<file path="src/design/landau_polynomial_energy_gradient_macros.svh">
// ----------------------------------------------------------------------------
// landau polynomial energy gradient assertion macros
// shared concurrent assertion forms, clocked and disabled in reset
// ----------------------------------------------------------------------------
`ifndef LANDAU_POLYNOMIAL_ENERGY_GRADIENT_MACROS_SVH
`define LANDAU_POLYNOMIAL_ENERGY_GRADIENT_MACROS_SVH

// same-cycle implication
`define LPEG_ASSERT_IMP(lbl, clk, rstn, ante, cons, msg) \
    lbl: assert property (@(posedge clk) disable iff (!rstn) (ante) |-> (cons)) \
        else $error(msg);

// next-cycle implication
`define LPEG_ASSERT_NXT(lbl, clk, rstn, ante, cons, msg) \
    lbl: assert property (@(posedge clk) disable iff (!rstn) (ante) |=> (cons)) \
        else $error(msg);

`endif

</file>
<file path="src/design/lpeg_ram.sv">
// ----------------------------------------------------------------------------
// lpeg_ram
// generic single-write, single-read ram with registered read data
// ----------------------------------------------------------------------------
`default_nettype none

module lpeg_ram #(
    parameter int WIDTH = 32,
    parameter int DEPTH = 81
) (
    input  wire logic                     clk,
    input  wire logic                     we,
    input  wire logic [$clog2(DEPTH)-1:0] waddr,
    input  wire logic [WIDTH-1:0]         wdata,
    input  wire logic [$clog2(DEPTH)-1:0] raddr,
    output logic      [WIDTH-1:0]         rdata
);

    logic [WIDTH-1:0] mem_reg [DEPTH];

    always_ff @(posedge clk) begin
        if (we) begin
            mem_reg[waddr] <= wdata;
        end
        rdata <= mem_reg[raddr];
    end

endmodule

`default_nettype wire

</file>
<file path="config.mk">
export PLATFORM = sky130hd
export DESIGN_NAME = lpeg_ram
export DESIGN_NICKNAME = d
export VERILOG_FILES = /design/src/design/landau_polynomial_energy_gradient_macros.svh /design/src/design/lpeg_ram.sv
export SDC_FILE = /design/constraint.sdc
export NUM_CORES = 2
export LEC_CHECK = 0
export BUFFER_PORTS_ARGS = -buffer_cell sky130_fd_sc_hd__clkbuf_2
export CAP_MARGIN = 20
export CORE_UTILIZATION = 35
export CTS_CLUSTER_DIAMETER = 100
export DETAILED_ROUTE_END_ITERATION = 7
export GPL_TIMING_DRIVEN = 1
export PLACE_DENSITY = 0.52
export SLEW_MARGIN = 20
export SYNTH_ARGS = -nofsm -noshare
export SYNTH_HDL_FRONTEND = slang
export SYNTH_SLANG_ARGS = --single-unit
</file>
<file path="constraint.sdc">
create_clock -name clk -period 4.6 [get_ports clk]
set_clock_uncertainty 0.15 [all_clocks]
set_input_delay 0.69 -clock clk [delete_from_list [all_inputs] [get_ports clk]]
set_output_delay 0.69 -clock clk [all_outputs]
set_load 0.01 [all_outputs]
</file>
==> flow_summary.yaml <==
power:
  p_per_area_nw_per_um2: 441
  ir_drop_mv: 0.413
  leakage_nw: 35.8
setup_path:
  critPathLaunchType: "primary input"
  crit_end: "rdata[31]$_DFF_P_"
  reg2reg_slack_ps: 2050
  reg2reg_depth: 5
  endpoint_kind: "flop"
  critical_path_class: "in2reg"
  r2r-start: "mem_reg[44][9]$_DFFE_PP_"
  cp_data_arrival_time_ps: 3720
  r2r_end: "rdata[9]$_DFF_P_"
  worstPathMaxFanout: 23
  crit_start: "raddr[0]"
  required_ps: 5250
finish:
  fillCellCount: 24600
  drive_above_1_share_pct: 30.4
  mostFrequentLayoutCells: "edfxtp_1, mux4_2, clkbuf_16, buf_4, mux2i_1"
  syn2layout_area_growth_pct: 15.9
  largest_register_ffs: 2592
  finalNetCount: 4730
  stdcell_count: 8639
  final_common_cell: "edfxtp_1"
yosys:
  synthCells: 4246
  syn_area_um2: 99700
  synth-seq-area-share_pct: 78.7
  synth-edff-count: 2592
  synth_cell_types: 54
  synthArstFlopShare_pct: 0
  avgSynthCellArea_um2: 23.5
  ys_ff_latch: 2624
  ys_warn_count: 0
  synth_nets: 4294
  synth_ff_type: "edfxtp_1"
global_route:
  antenna_found_initial: 25
  grt_first_pass_wirelength_um: 414000
  grt_remaining_overflow: 0
  gr-usage-all-layers_pct: 21.1
  grt_pass1_vias: 48500
  grt_max_degree: 82
clock_network:
  hold_buffers: 0
  clk_latency_ps: 930
  cts_setup_buffers: 0
  cts_made_buffers: 290
  cts_max_path_buffers: 4
  ctsResizeCount: 0
  cts_sinks: 2624
  clk_pin_slew_ps: 60
  cts_tree: "yes"
  htree_levels: 5
  root_buffer: "clkbuf_16"
timing:
  maxSlewViolCount: 0
  fin_crit_ps: 3070
  hold_viol_final: 0
  relSlewSlack_pct: 21.3
  fmax_ghz: 0.326
  hold_ws_ps: 38.3
  rsz0062_at_grt: "no"
  worst_slew_pin_slew_ps: 1180
  fin_setup_tns_ps: 0
  finalCritPeriodShare_pct: 66.8
  setup_viol: 0
  worst_slack_ps: 1530
routing:
  drtAntennaViolNets: 0
  vias_per_cell: 5.63
  vias: 48700
  wire_per_inst_um: 35.2
  drt_iter0_markers: 6239
  drt_pass1_iterations: 6
  drc: 0
  routed_wl_um: 304000
hold_path:
  hold_path_class: "in2reg"
floorplan:
  die_area_um2: 287000
  coreArea_um2: 283000
  io_pins: 80
  die_h_um: 536
  rows: 195
  die_w_um: 536
  start_util_pct: 35.2
status:
  outcome: "complete, no violations"
placement:
  place_ws_ps: 456
  io_buffers: 79
  place_congestion: 0.832
  hpwl_um: 176000
  numPlacedInstances: 8129
job:
  maxCapViolCount: 0
==> worst min-delay path by stage <==
| stage | startpoint | end | depth (start not counted) |
|---|---|---|---|
| after floorplan | mem_reg[80][14]$_DFFE_PP_ | rdata[14]$_DFF_P_ | 2 |
| after global placement | mem_reg[80][3]$_DFFE_PP_ | rdata[3]$_DFF_P_ | 2 |
| after detailed placement | mem_reg[80][29]$_DFFE_PP_ | rdata[29]$_DFF_P_ | 2 |
| after CTS | wdata[26] | mem_reg[15][26]$_DFFE_PP_ | 1 |
| after global routing | wdata[26] | mem_reg[15][26]$_DFFE_PP_ | 1 |
| final | wdata[26] | mem_reg[15][26]$_DFFE_PP_ | 1 |
==> final cells by class <==
| cell class | instances | area, um2 | share of cell area [%] |
|---|---|---|---|
| Clock inverter | 125 | 1030 | 0.889 |
| Sequential cell | 2624 | 78500 | 67.9 |
| Timing Repair Buffer | 369 | 3190 | 2.76 |
| Clock buffer | 370 | 7760 | 6.71 |
| Multi-Input combinational cell | 1395 | 20400 | 17.6 |
| Inverter | 2 | 7.51 | 0.00650 |
| Tap cell | 3743 | 4680 | 4.05 |
| Antenna cell | 11 | 27.5 | 0.0238 |
==> cell families (layout without fill, tap and decap cells) <==
logic type / after synthesis / in the layout / synth area share (%)
and+or+nand+nor: 289 / 289 / 1.33
DFF: 2624 / 2624 / 78.7
AOI/OAI and AO/OA: 328 / 328 / 2.24
muxes: 778 / 778 / 16.2
other: 0 / 11 / 0
buffers and inverters: 227 / 866 / 1.46
==> layer usage <==
layer / share of wire (%) / vias to the layer above / GRT usage, %
li1: - / 19200 / -
met1: 41 / 26900 / 29.4
met2: 48 / 2165 / 34.1
met3: 7.9 / 433 / 3.98
met4: 3.0 / 14 / 5.57
met5: 0.029 / - / 0
==> Yosys cell counts, types with 5 or more instances <==
cell type     n  area, um2
nor3_1        8       40.0
buf_1        17       63.8
a221oi_1     17        149
edfxtp_1   2592      77800
nand3_1      36        180
and2_1        5       31.3
o221ai_1      9       78.8
nand2b_1     15       93.8
dfxtp_1      32        641
buf_8        10        150
a21oi_1      50        250
buf_2        64        320
o21ai_0      38        190
o22a_1        5       43.8
a311oi_1      6       52.6
mux4_2      644      14500
buf_4        34        255
nand2_1      65        244
buf_6        31        349
o211ai_1      9       67.6
clkbuf_1     66        248
a22oi_1     103        773
nor2b_1      22        138
o22ai_1      54        338
mux2_2        8       90.1
a211oi_1     13       97.6
o21ai_1       6       30.0
mux4_1       20        526
mux2i_1     106       1060
nor2_1      112        420
==> critical path, cell delays in order <==
cell       delay (ps)
buf_8             360
buf_12            280
buf_4             480
mux4_2            570
mux2i_1           610
a2111oi_0         350
a211o_1           290
==> report_power, final <==
| group | internal (mW) | leakage (nW) | switching (mW) |
|---|---|---|---|
| logic | 0.892 | 7.96 | 1.64 |
| clock network | 12.8 | 4.29 | 9.15 |
| registers | 26.4 | 23.6 | 0.114 |
==> through the flow <==
stage	cell area (um2)	power, mW	util (%)
after floorplan	99700	28.2	-
after global placement	107000	29.5	37.7
after detailed placement	107000	29.6	37.7
after CTS	115000	51.4	40.8
after global routing	116000	52.3	40.9
final	116000	51.0	40.9
Power figures use the tool's default switching activity.
