### config.mk
export PLATFORM = sky130hd
export DESIGN_NAME = lpeg_merge
export DESIGN_NICKNAME = d
export VERILOG_FILES = /design/src/design/landau_polynomial_energy_gradient_macros.svh /design/src/design/lpeg_pkg.sv /design/src/design/lpeg_merge.sv
export SDC_FILE = /design/constraint.sdc
export NUM_CORES = 1
export LEC_CHECK = 0
export BUFFER_PORTS_ARGS = -buffer_cell sky130_fd_sc_hd__buf_4
export CORE_AREA = 4 4 179 181
export DETAILED_ROUTE_END_ITERATION = 8
export DIE_AREA = 0 0 183 185
export PLACE_DENSITY = 0.54
export SETUP_SLACK_MARGIN = 0.15
export SYNTH_ARGS = -nofsm -noshare
export SYNTH_HDL_FRONTEND = slang
export SYNTH_SLANG_ARGS = --single-unit
### constraint.sdc
create_clock -name aclk -period 1.1 [get_ports aclk]
set_clock_uncertainty 0.05 [all_clocks]
set_input_delay 0.11 -clock aclk [delete_from_list [all_inputs] [get_ports aclk]]
set_output_delay 0.11 -clock aclk [all_outputs]
set_load 0.02 [all_outputs]
### src/design/landau_polynomial_energy_gradient_macros.svh
// ----------------------------------------------------------------------------
// landau polynomial energy gradient assertion macros
// shared concurrent assertion forms, clocked and disabled in reset
// ----------------------------------------------------------------------------
`ifndef LANDAU_POLYNOMIAL_ENERGY_GRADIENT_MACROS_SVH
`define LANDAU_POLYNOMIAL_ENERGY_GRADIENT_MACROS_SVH

// same-cycle implication
`define LPEG_ASSERT_IMP(lbl, clk, rstn, ante, cons, msg) \
    lbl: assert property (@(posedge clk) disable iff (!rstn) (ante) |-> (cons)) \
        else $error(msg);

// next-cycle implication
`define LPEG_ASSERT_NXT(lbl, clk, rstn, ante, cons, msg) \
    lbl: assert property (@(posedge clk) disable iff (!rstn) (ante) |=> (cons)) \
        else $error(msg);

`endif

### src/design/lpeg_pkg.sv
// ----------------------------------------------------------------------------
// lpeg_pkg
// shared widths, request codes and lane control types
// ----------------------------------------------------------------------------
`default_nettype none

package lpeg_pkg;

    localparam int VECTOR_DIM_DEF = 3;

    localparam int COEF_W  = 32;
    localparam int P_W     = 16;
    localparam int MONO_W  = 17;
    localparam int WGT_W   = 19;
    localparam int PROD_W  = COEF_W + WGT_W;
    localparam int ACC_W   = 57;
    localparam int NLANES  = 4;

    localparam int IN_TDATA_W  = 96;
    localparam int IN_TUSER_W  = 2;
    localparam int OUT_TDATA_W = 232;

    localparam logic [1:0] REQ_WR_R2 = 2'd0;
    localparam logic [1:0] REQ_WR_R4 = 2'd1;
    localparam logic [1:0] REQ_EVAL  = 2'd2;

    // lane order
    localparam int LANE_QE = 0;
    localparam int LANE_FE = 1;
    localparam int LANE_QG = 2;
    localparam int LANE_FG = 3;

    typedef struct packed {
        logic clear;
        logic valid;
    } lane_ctrl_t;

    typedef struct packed {
        logic busy;
    } lane_stat_t;

endpackage

`default_nettype wire

### src/design/lpeg_merge.sv
// ----------------------------------------------------------------------------
// lpeg_merge
// collects the four lane sums into the result register and the output channel
// ----------------------------------------------------------------------------
`default_nettype none

module lpeg_merge (
    input  wire logic                                   aclk,
    input  wire logic                                   aresetn,
    input  wire logic                                   load,
    input  wire logic signed [lpeg_pkg::ACC_W-1:0]      qe,
    input  wire logic signed [lpeg_pkg::ACC_W-1:0]      fe,
    input  wire logic signed [lpeg_pkg::ACC_W-1:0]      qg,
    input  wire logic signed [lpeg_pkg::ACC_W-1:0]      fg,
    output logic                                        free,
    output logic                                        m_tvalid,
    input  wire logic                                   m_tready,
    output logic [lpeg_pkg::OUT_TDATA_W-1:0]            m_tdata
);

    localparam int PAD_W = lpeg_pkg::OUT_TDATA_W - 4 * lpeg_pkg::ACC_W;

    logic                                valid_reg;
    logic [lpeg_pkg::OUT_TDATA_W-1:0]    data_reg;

    assign free = !valid_reg || m_tready;

    always_ff @(posedge aclk) begin
        if (!aresetn) begin
            valid_reg <= 1'b0;
        end else if (load) begin
            valid_reg <= 1'b1;
        end else if (m_tready) begin
            valid_reg <= 1'b0;
        end
    end

    always_ff @(posedge aclk) begin
        if (load) begin
            data_reg <= {{PAD_W{1'b0}}, fg, qg, fe, qe};
        end
    end

    assign m_tvalid = valid_reg;
    assign m_tdata  = data_reg;

endmodule

`default_nettype wire

==> run metrics <==
status=complete, but fails checks; failing checks=hold timing, setup timing; largest family of logic cells by synthesized area=buffers and inverters; CP peak stage delay=0.45 ns; multiplexer area fraction after synthesis=0%; setup ws final=-0.177 ns; part of the cycle the worst path needs=116%; Syn Std Cell Area=6930 µm²; ranking of synthesized cells by area=edfxtp_1 (99%), buf_4 (0.43%), dfxtp_1 (0.29%); initial antenna violation count=2; Comb power frac=between 10% and 20%; PwrDens=approximately 1500 nW/µm²; worst-path fanout max=1; detailed placement HPWL=17200 µm; most frequent cell after synthesis=edfxtp_1; final core occ=between 40% and 50%; setup TNS=-22.31 ns; switching share of power=23.1%; R2R setup slack=0.30 ns; fillers=2506; Final ANT Viol Nets=0; cell taking the most area after synthesis=edfxtp_1; Post-Synth Simple-Gate Area=0.199%; IO buf count=about 460; WL final=24600 µm; number of global-route vias before repair=5899; I/O pins=between 400 and 500; post-synthesis adder-cell area fraction=0%; Psw=5.28 mW; Hold Crit Depth=4; CTS Buffer Depth=3; Peak VDD IR=about 1200 µV; Worst setup EP type=output pin; Max Cap Viol=0; FF-to-FF Start=m_tvalid; Top Family by Delay on Critical Path=flip-flops; Clock power frac=35.5%; final-report hold violation count=8; Post-Synthesis Cells=237; Slowest cell on crit path=edfxtp_1; CP Class=register to output pin; Die Wd=approximately 180 µm; Fmax achieved=783 MHz; arrival time worst endpoint=1.12 ns; startpoint types=register; WHS=-0.0699 ns; die height=185 µm; synthesis-to-layout area growth=117%; CTS buffer count=25; RR Endpoint=m_tvalid; die area=33900 µm²; FF+latch count, synth=about 230; sequential share of the synthesized area=99.1%; Final Wtd Congestion=0.754; min Tclk post-route=1.28 ns; Residual DRC=0; Reg2Reg Depth=3; number of clock sinks=229; Clock Pin Slew Worst Setup and Hold Paths=0.06 ns; HP Class=primary input to register; cell area after layout=between 15000 and 20000 µm²; xor and xnor area share after synthesis=0%; max-slew violation count=0; Int Pwr=17.6 mW; Synth Area in Compound Gates=0.163%; total track usage=13.5%; synth cell count leaders=edfxtp_1 (228), buf_4 (4); vias after detailed routing=5194; Synth cell types=7; maximum number of pins on one net before global-route repair=31; clk_lat worst skew=0.51 ns; top cell type's share of synthesized area=98.8%; Vias/cell=3.75; Rows=between 60 and 70; grt ovf=0; nets@finish=between 1000 and 1500; main flop type after synthesis=edfxtp_1; RSZ-0062 raised after global routing=yes; per-cell routed wire length=17.8 µm; Static Leak=between 6 and 7 nW; CTS tree=done; Cells after DPL=1108; register share of total power=46.9%; final setup vio count=230; Initial DRC Count=200; Worst EP required=0.94 ns; Core ar.=30400 µm²; Post-synth ARST share=0%; Syn. warnings=0; initial core utilization=between 20% and 30%; share of cells above drive strength 1=52.0%; Hold Crit Start=m_tready; drt first pass iters=4; first-pass GRT wire length=34900 µm; Hold Crit Endpoint=m_tvalid; H-tree depth=1; worst-path cell chain=buf_6; root buf cell=clkbuf_16; EDFF count, synth=228; Hold Buf Count CTS=230; Cell Count, Final, Fillers Out=approximately 1400; placed cell areas=roughly 11000 µm²; crit path buf inv count=1; Mean Syn Cell Area=29.2 µm²
-- final cells by class --
class | instances | area [µm²] | area share [%]
diodes | 2 | 5.00 | 0.0333
clock buffers | 31 | 648 | 4.31
clock inverters | 13 | 138 | 0.916
inverters | 1 | 3.75 | 0.0250
multi-input cells | 6 | 40.0 | 0.266
flip-flops and latches | 229 | 6870 | 45.7
well taps | 396 | 495 | 3.30
repair buffers | 706 | 6830 | 45.4
-- how the worst max path moves through the flow --
stage                     slack, ns    startpoint           end  cells after the start
after detailed placement       0.09          load  m_tdata[190]                      2
after global placement         0.09          load   m_tdata[18]                      2
after floorplan                0.28      m_tvalid      m_tvalid                      2
after global routing          -0.21   m_tdata[31]   m_tdata[31]                      1
final                         -0.18  m_tdata[122]  m_tdata[122]                      1
after CTS                     -0.21   m_tdata[31]   m_tdata[31]                      1
-- sequential cells by signal, summed over array words and instances (netlist names) --
signal,cells
m_tdata,228
m_tvalid,1
-- metrics by stage --
stage               power, mW  setup slack (ns)
global route             23.7            -0.208
floorplan                11.7             0.276
CTS                      23.1            -0.207
global placement         13.7            0.0907
detailed placement       13.7            0.0875
finish                   22.8            -0.177
-- kinds of logic (layout without fill, tap and decap cells) --
kind of cell	count (synthesis)	after routing
AO/OA/AOI/OAI	1	1
buffers and inverters	5	751
flip-flops	229	229
other	1	6
AND/OR/NAND/NOR	1	1
-- layout by cell type (no fill, tap or decap) --
| cell type | instances |
|---|---|
| conb_1 | 4 |
| clkinv_4 | 1 |
| buf_8 | 1 |
| clkbuf_1 | 6 |
| clkinv_2 | 4 |
| buf_12 | 7 |
| buf_4 | 239 |
| nand2b_4 | 1 |
| diode_2 | 2 |
| inv_1 | 1 |
| dlygate4sd3_1 | 229 |
| a21boi_2 | 1 |
| clkbuf_16 | 25 |
| bufinv_16 | 3 |
| clkinv_1 | 5 |
| dfxtp_4 | 1 |
| buf_6 | 230 |
| edfxtp_1 | 228 |
-- layer usage --
metal | track usage (%) | wire length, µm | vias up
met2 | 25.0 | 13200 | 280
met3 | 4.50 | 2360 | 40
met1 | 14.9 | 8480 | 2443
li1 | - | - | 2431
met4 | 3.75 | 581 | 0
met5 | 0 | 0 | -
-- power by group through the flow --
stage	Sequential, mW	Combinational [mW]	Clock [mW]
6_report	10.7	4.00	8.11
5_1_grt	10.8	4.19	8.74
4_1_cts	10.7	4.02	8.40
3_5_place_dp	10.8	2.94	0
3_3_place_gp	10.7	2.93	0
2_1_floorplan	11.6	0.0322	0
-- worst reg2reg max path, cell delays in order, from the launching register on --
cell,delay [ns]
dfxtp_4,0.37
nand2b_4,0.06
buf_4,0.13
a21boi_2,0.12
-- what timing repair did --
action	CTS	global route
gates resized for setup	225	7
setup buffers	0	1
hold endpoints to repair	236	8
endpoints found under the setup margin	230	237
No activity file was read; power rests on OpenSTA's default activity.
