===== src/design/landau_polynomial_energy_gradient_macros.svh =====
// ----------------------------------------------------------------------------
// landau polynomial energy gradient assertion macros
// shared concurrent assertion forms, clocked and disabled in reset
// ----------------------------------------------------------------------------
`ifndef LANDAU_POLYNOMIAL_ENERGY_GRADIENT_MACROS_SVH
`define LANDAU_POLYNOMIAL_ENERGY_GRADIENT_MACROS_SVH

// same-cycle implication
`define LPEG_ASSERT_IMP(lbl, clk, rstn, ante, cons, msg) \
    lbl: assert property (@(posedge clk) disable iff (!rstn) (ante) |-> (cons)) \
        else $error(msg);

// next-cycle implication
`define LPEG_ASSERT_NXT(lbl, clk, rstn, ante, cons, msg) \
    lbl: assert property (@(posedge clk) disable iff (!rstn) (ante) |=> (cons)) \
        else $error(msg);

`endif


===== src/design/lpeg_pkg.sv =====
// ----------------------------------------------------------------------------
// lpeg_pkg
// shared widths, request codes and lane control types
// ----------------------------------------------------------------------------
`default_nettype none

package lpeg_pkg;

    localparam int VECTOR_DIM_DEF = 3;

    localparam int COEF_W  = 32;
    localparam int P_W     = 16;
    localparam int MONO_W  = 17;
    localparam int WGT_W   = 19;
    localparam int PROD_W  = COEF_W + WGT_W;
    localparam int ACC_W   = 57;
    localparam int NLANES  = 4;

    localparam int IN_TDATA_W  = 96;
    localparam int IN_TUSER_W  = 2;
    localparam int OUT_TDATA_W = 232;

    localparam logic [1:0] REQ_WR_R2 = 2'd0;
    localparam logic [1:0] REQ_WR_R4 = 2'd1;
    localparam logic [1:0] REQ_EVAL  = 2'd2;

    // lane order
    localparam int LANE_QE = 0;
    localparam int LANE_FE = 1;
    localparam int LANE_QG = 2;
    localparam int LANE_FG = 3;

    typedef struct packed {
        logic clear;
        logic valid;
    } lane_ctrl_t;

    typedef struct packed {
        logic busy;
    } lane_stat_t;

endpackage

`default_nettype wire


===== src/design/lpeg_lane.sv =====
// ----------------------------------------------------------------------------
// lpeg_lane
// one multiply-accumulate lane: coefficient times weight into an exact sum
// ----------------------------------------------------------------------------
`default_nettype none

module lpeg_lane (
    input  wire logic                                 aclk,
    input  wire logic                                 aresetn,
    input  wire lpeg_pkg::lane_ctrl_t                 ctrl,
    input  wire logic signed [lpeg_pkg::COEF_W-1:0]   coef,
    input  wire logic signed [lpeg_pkg::WGT_W-1:0]    wgt,
    output logic signed      [lpeg_pkg::ACC_W-1:0]    acc,
    output lpeg_pkg::lane_stat_t                      stat
);

    localparam int EXT_W = lpeg_pkg::ACC_W - lpeg_pkg::PROD_W;

    logic signed [lpeg_pkg::PROD_W-1:0] prod_reg;
    logic                               pv_reg;
    logic signed [lpeg_pkg::ACC_W-1:0]  acc_reg;

    always_ff @(posedge aclk) begin
        prod_reg <= coef * wgt;
    end

    always_ff @(posedge aclk) begin
        if (!aresetn) begin
            pv_reg  <= 1'b0;
            acc_reg <= '0;
        end else begin
            pv_reg <= ctrl.valid;
            if (ctrl.clear) begin
                acc_reg <= '0;
            end else if (pv_reg) begin
                acc_reg <= acc_reg + {{EXT_W{prod_reg[lpeg_pkg::PROD_W-1]}}, prod_reg};
            end
        end
    end

    assign acc       = acc_reg;
    assign stat.busy = pv_reg;

endmodule

`default_nettype wire


===== config.mk =====
export PLATFORM = sky130hd
export DESIGN_NAME = lpeg_lane
export DESIGN_NICKNAME = d
export VERILOG_FILES = /design/src/design/landau_polynomial_energy_gradient_macros.svh /design/src/design/lpeg_pkg.sv /design/src/design/lpeg_lane.sv
export SDC_FILE = /design/constraint.sdc
export NUM_CORES = 2
export LEC_CHECK = 0
export ABC_AREA = 1
export BUFFER_PORTS_ARGS = -buffer_cell sky130_fd_sc_hd__buf_2
export CELL_PAD_IN_SITES_DETAIL_PLACEMENT = 0
export CELL_PAD_IN_SITES_GLOBAL_PLACEMENT = 1
export CORE_MARGIN = 3
export CORE_UTILIZATION = 48
export DETAILED_ROUTE_END_ITERATION = 12
export GPL_TIMING_DRIVEN = 0
export PLACE_DENSITY_LB_ADDON = 0.15
export SYNTH_ARGS = -nofsm -noshare
export SYNTH_HDL_FRONTEND = slang
export SYNTH_SLANG_ARGS = --single-unit

===== constraint.sdc =====
create_clock -name aclk -period 9.1 [get_ports aclk]
set_clock_uncertainty 0.2 [all_clocks]
set_input_delay 0.91 -clock aclk [delete_from_list [all_inputs] [get_ports aclk]]
set_output_delay 0.91 -clock aclk [all_outputs]
set_load 0.05 [all_outputs]

==> flow_metrics.env <==
export IMPL_io_pins=113
export IMPL_cp_top_family="adder cells"
export IMPL_vias_per_cell=5.164
export IMPL_post_dp_hpwl_um=94400
export IMPL_startpoint_type="primary input"
export IMPL_synth_top_family_by_area="adder cells"
export IMPL_cts_hold_buffers_added=0
export IMPL_portBuffers=80
export IMPL_grt_first_pass_wirelength_um=163700
export IMPL_ys_ff_latch=109
export IMPL_hold_violations=0
export IMPL_synth_avg_cell_area_um2=7.205
export IMPL_synth_edf_count=0
export IMPL_yosys_area_top_type="fa_1"
export IMPL_synth_distinct_cells=40
export IMPL_core_area_mm2=0.06103
export IMPL_clockBufferDepth=2
export IMPL_grt_overflow=0
export IMPL_cts_sinks=109
export IMPL_place_congestion=0.9833
export IMPL_synth_top_area_share_pct=39.49
export IMPL_cts_resized=0
export IMPL_wl_um=109200
export IMPL_numCtsBuffers=9
export IMPL_syn_inst=4158
export IMPL_largest_register_ffs=57
export IMPL_required_ns=9.11
export IMPL_initial_utilization_pct=49.09
export IMPL_max_freq_ghz=0.1167
export IMPL_ant_nets=0
export IMPL_first_pass_iters=8
export IMPL_synthSimpleGateAreaFrac_pct=21.01
export IMPL_clk_latency_ns=0.39
export IMPL_crit_fanout=10
export IMPL_grt_max_degree=24
export IMPL_slowest_stage="fa_1"
export IMPL_status="finished, final reports clean"
export IMPL_fin_nets=5090
export IMPL_setup_viol=0
export IMPL_synth_top_cells_by_area="fa_1 39%, inv_1 14%, nand2_1 13%"
export IMPL_synthTopCellsByCount="1151 x inv_1, 1074 x nand2_1, 591 x fa_1"
export IMPL_path_buf_inv=8
export IMPL_drc=0
export IMPL_grt_pass1_vias=26360
export IMPL_synthMuxAreaShare_pct=0
export IMPL_max_slew_margin_pct=14.71
export IMPL_vias=26250
export IMPL_min_period_over_period_pct=94.20
export IMPL_maxSlewViolCount=0
export IMPL_min_path_type="flip-flop to flip-flop"
export IMPL_antenna_found_initial=4
export IMPL_htree_num_levels=3
export IMPL_syn_area_mm2=0.02996
export IMPL_criticalPathCategory="primary input to flip-flop"
export IMPL_rsz0062_at_grt="false"
export IMPL_rows=90
export IMPL_area_growth_pct=5.860
export IMPL_synth_most_common_cell="inv_1"
export IMPL_synth_compound_area_share_pct=5.509
export IMPL_ys_seq_area_share_pct=7.284
export IMPL_arrival_ns=8.58
export IMPL_wire_per_inst_um=21.49
export IMPL_max_stage_delay_ns=0.79
export IMPL_min_period_ns=8.572
export IMPL_die_w_um=255.8
export IMPL_post_cts_repair_setup_buffers=0
export IMPL_root_buffer="clkbuf_16"
export IMPL_max_cap_viol_count=0
export IMPL_tightestPinTransition_ns=1.279
export IMPL_async_flop_share_pct=0
export IMPL_grt_util_all_layers_pct=33.67
export IMPL_endpoint_kind="flip-flop"
export IMPL_synth_xor_xnor_area_share_pct=2.310
export IMPL_clk_pin_slew_ns=0.10
export IMPL_fillers=6353
export IMPL_drt_iter0_drc=2479
export IMPL_dieArea_mm2=0.06545
export IMPL_tns_ns=0
export IMPL_ys_flop_type="dfxtp_1"
export IMPL_cts_tree="done"
export IMPL_syn_nets=4999
export IMPL_die_h_um=255.8
export IMPL_synth_adder_area_share_pct=47.64
export IMPL_drive_above_1_share_pct=3.103
export IMPL_yosysWarnings=0
export IMPL_path_cells="clkbuf_1, buf_1, nand2_1, fa_1, inv_1, fa_1, inv_1, fa_1, fa_1, inv_1, fa_1, inv_1, fa_1, inv_1, ha_1, ha_1, inv_1, nor3_1, nand2_1, nor4_1, nand2_1, nand3_1, xor2_1"
## worst min-delay path: cells and delay by family (launching register included)
family,cells,cell delay [ns]
DFF,1,0.36
and+or+nand+nor,1,0.10
AOI/OAI and AO/OA,1,0.06
## cell families (layout without fill, tap and decap cells)
group | count (synthesis) | after routing
buffers and inverters | 1293 | 1389
XOR/XNOR | 79 | 79
flip-flops | 109 | 109
AO/OA/AOI/OAI | 299 | 299
adder cells (fa/ha/maj) | 786 | 786
AND/OR/NAND/NOR | 1592 | 1592
other | 0 | 2
## per-layer routing
layer / vias up / part of all wire, % / track usage (%)
li1: 12140 / - / -
met1: 12840 / 43 / 47.36
met2: 1060 / 44 / 52.68
met3: 210 / 8.6 / 5.531
met4: 2 / 4.6 / 12.27
met5: - / 0.012 / 0
## path summary, 6_finish.rpt
kind	startpoint	endpoint	slack [ns]	depth (start not counted)
max	coef[31]	prod_reg[50]	0.53	23
min	acc[0]	acc[0]	0.35	2
max reg2reg	prod_reg[0]	acc[46]	5.54	15
min reg2reg	acc[0]	acc[0]	0.35	2
## metrics by stage
stage | area [um2] | util, % | hold slack [ns] | setup WS, ns | instances
6_report | 31710 | 51.96 | 0.3506 | 0.5282 | 5084
5_1_grt | 31710 | 51.95 | 0.3650 | 0.2987 | 5082
3_5_place_dp | 31400 | 51.44 | 0.3374 | 0.2819 | 5066
3_3_place_gp | 31400 | 51.44 | 0.3451 | 0.2973 | 5066
4_1_cts | 31710 | 51.95 | 0.3519 | 0.6529 | 5082
2_1_floorplan | 29960 | - | 0.3869 | 2.094 | 4158
## cells in the final DEF, fill, tap and decap left out, drive strengths merged, types with 59 or more instances in the layout
| cell | instances |
|---|---|
| inv | 1158 |
| nand2 | 1081 |
| fa | 591 |
| nor2 | 343 |
| ha | 195 |
| a21oi | 132 |
| clkbuf | 120 |
| o21ai | 118 |
| dfxtp | 109 |
| buf | 109 |
| nand3 | 106 |
| xor2 | 59 |
## cell type report
type,count,area [um2],area share [%]
multi-input cells,2756,22910,72.23
well taps,828,1036,3.267
plain buffers,140,541.8,1.708
clock inverters,7,88.84,0.2801
inverters,1153,4328,13.65
diodes,2,5.005,0.01578
flip-flops and latches,109,2182,6.880
repair buffers,80,400.4,1.262
clock buffers,9,225.2,0.7101
Power is not shown: default switching activity piles up to over one toggle a cycle in this logic, so the estimate is an artifact.
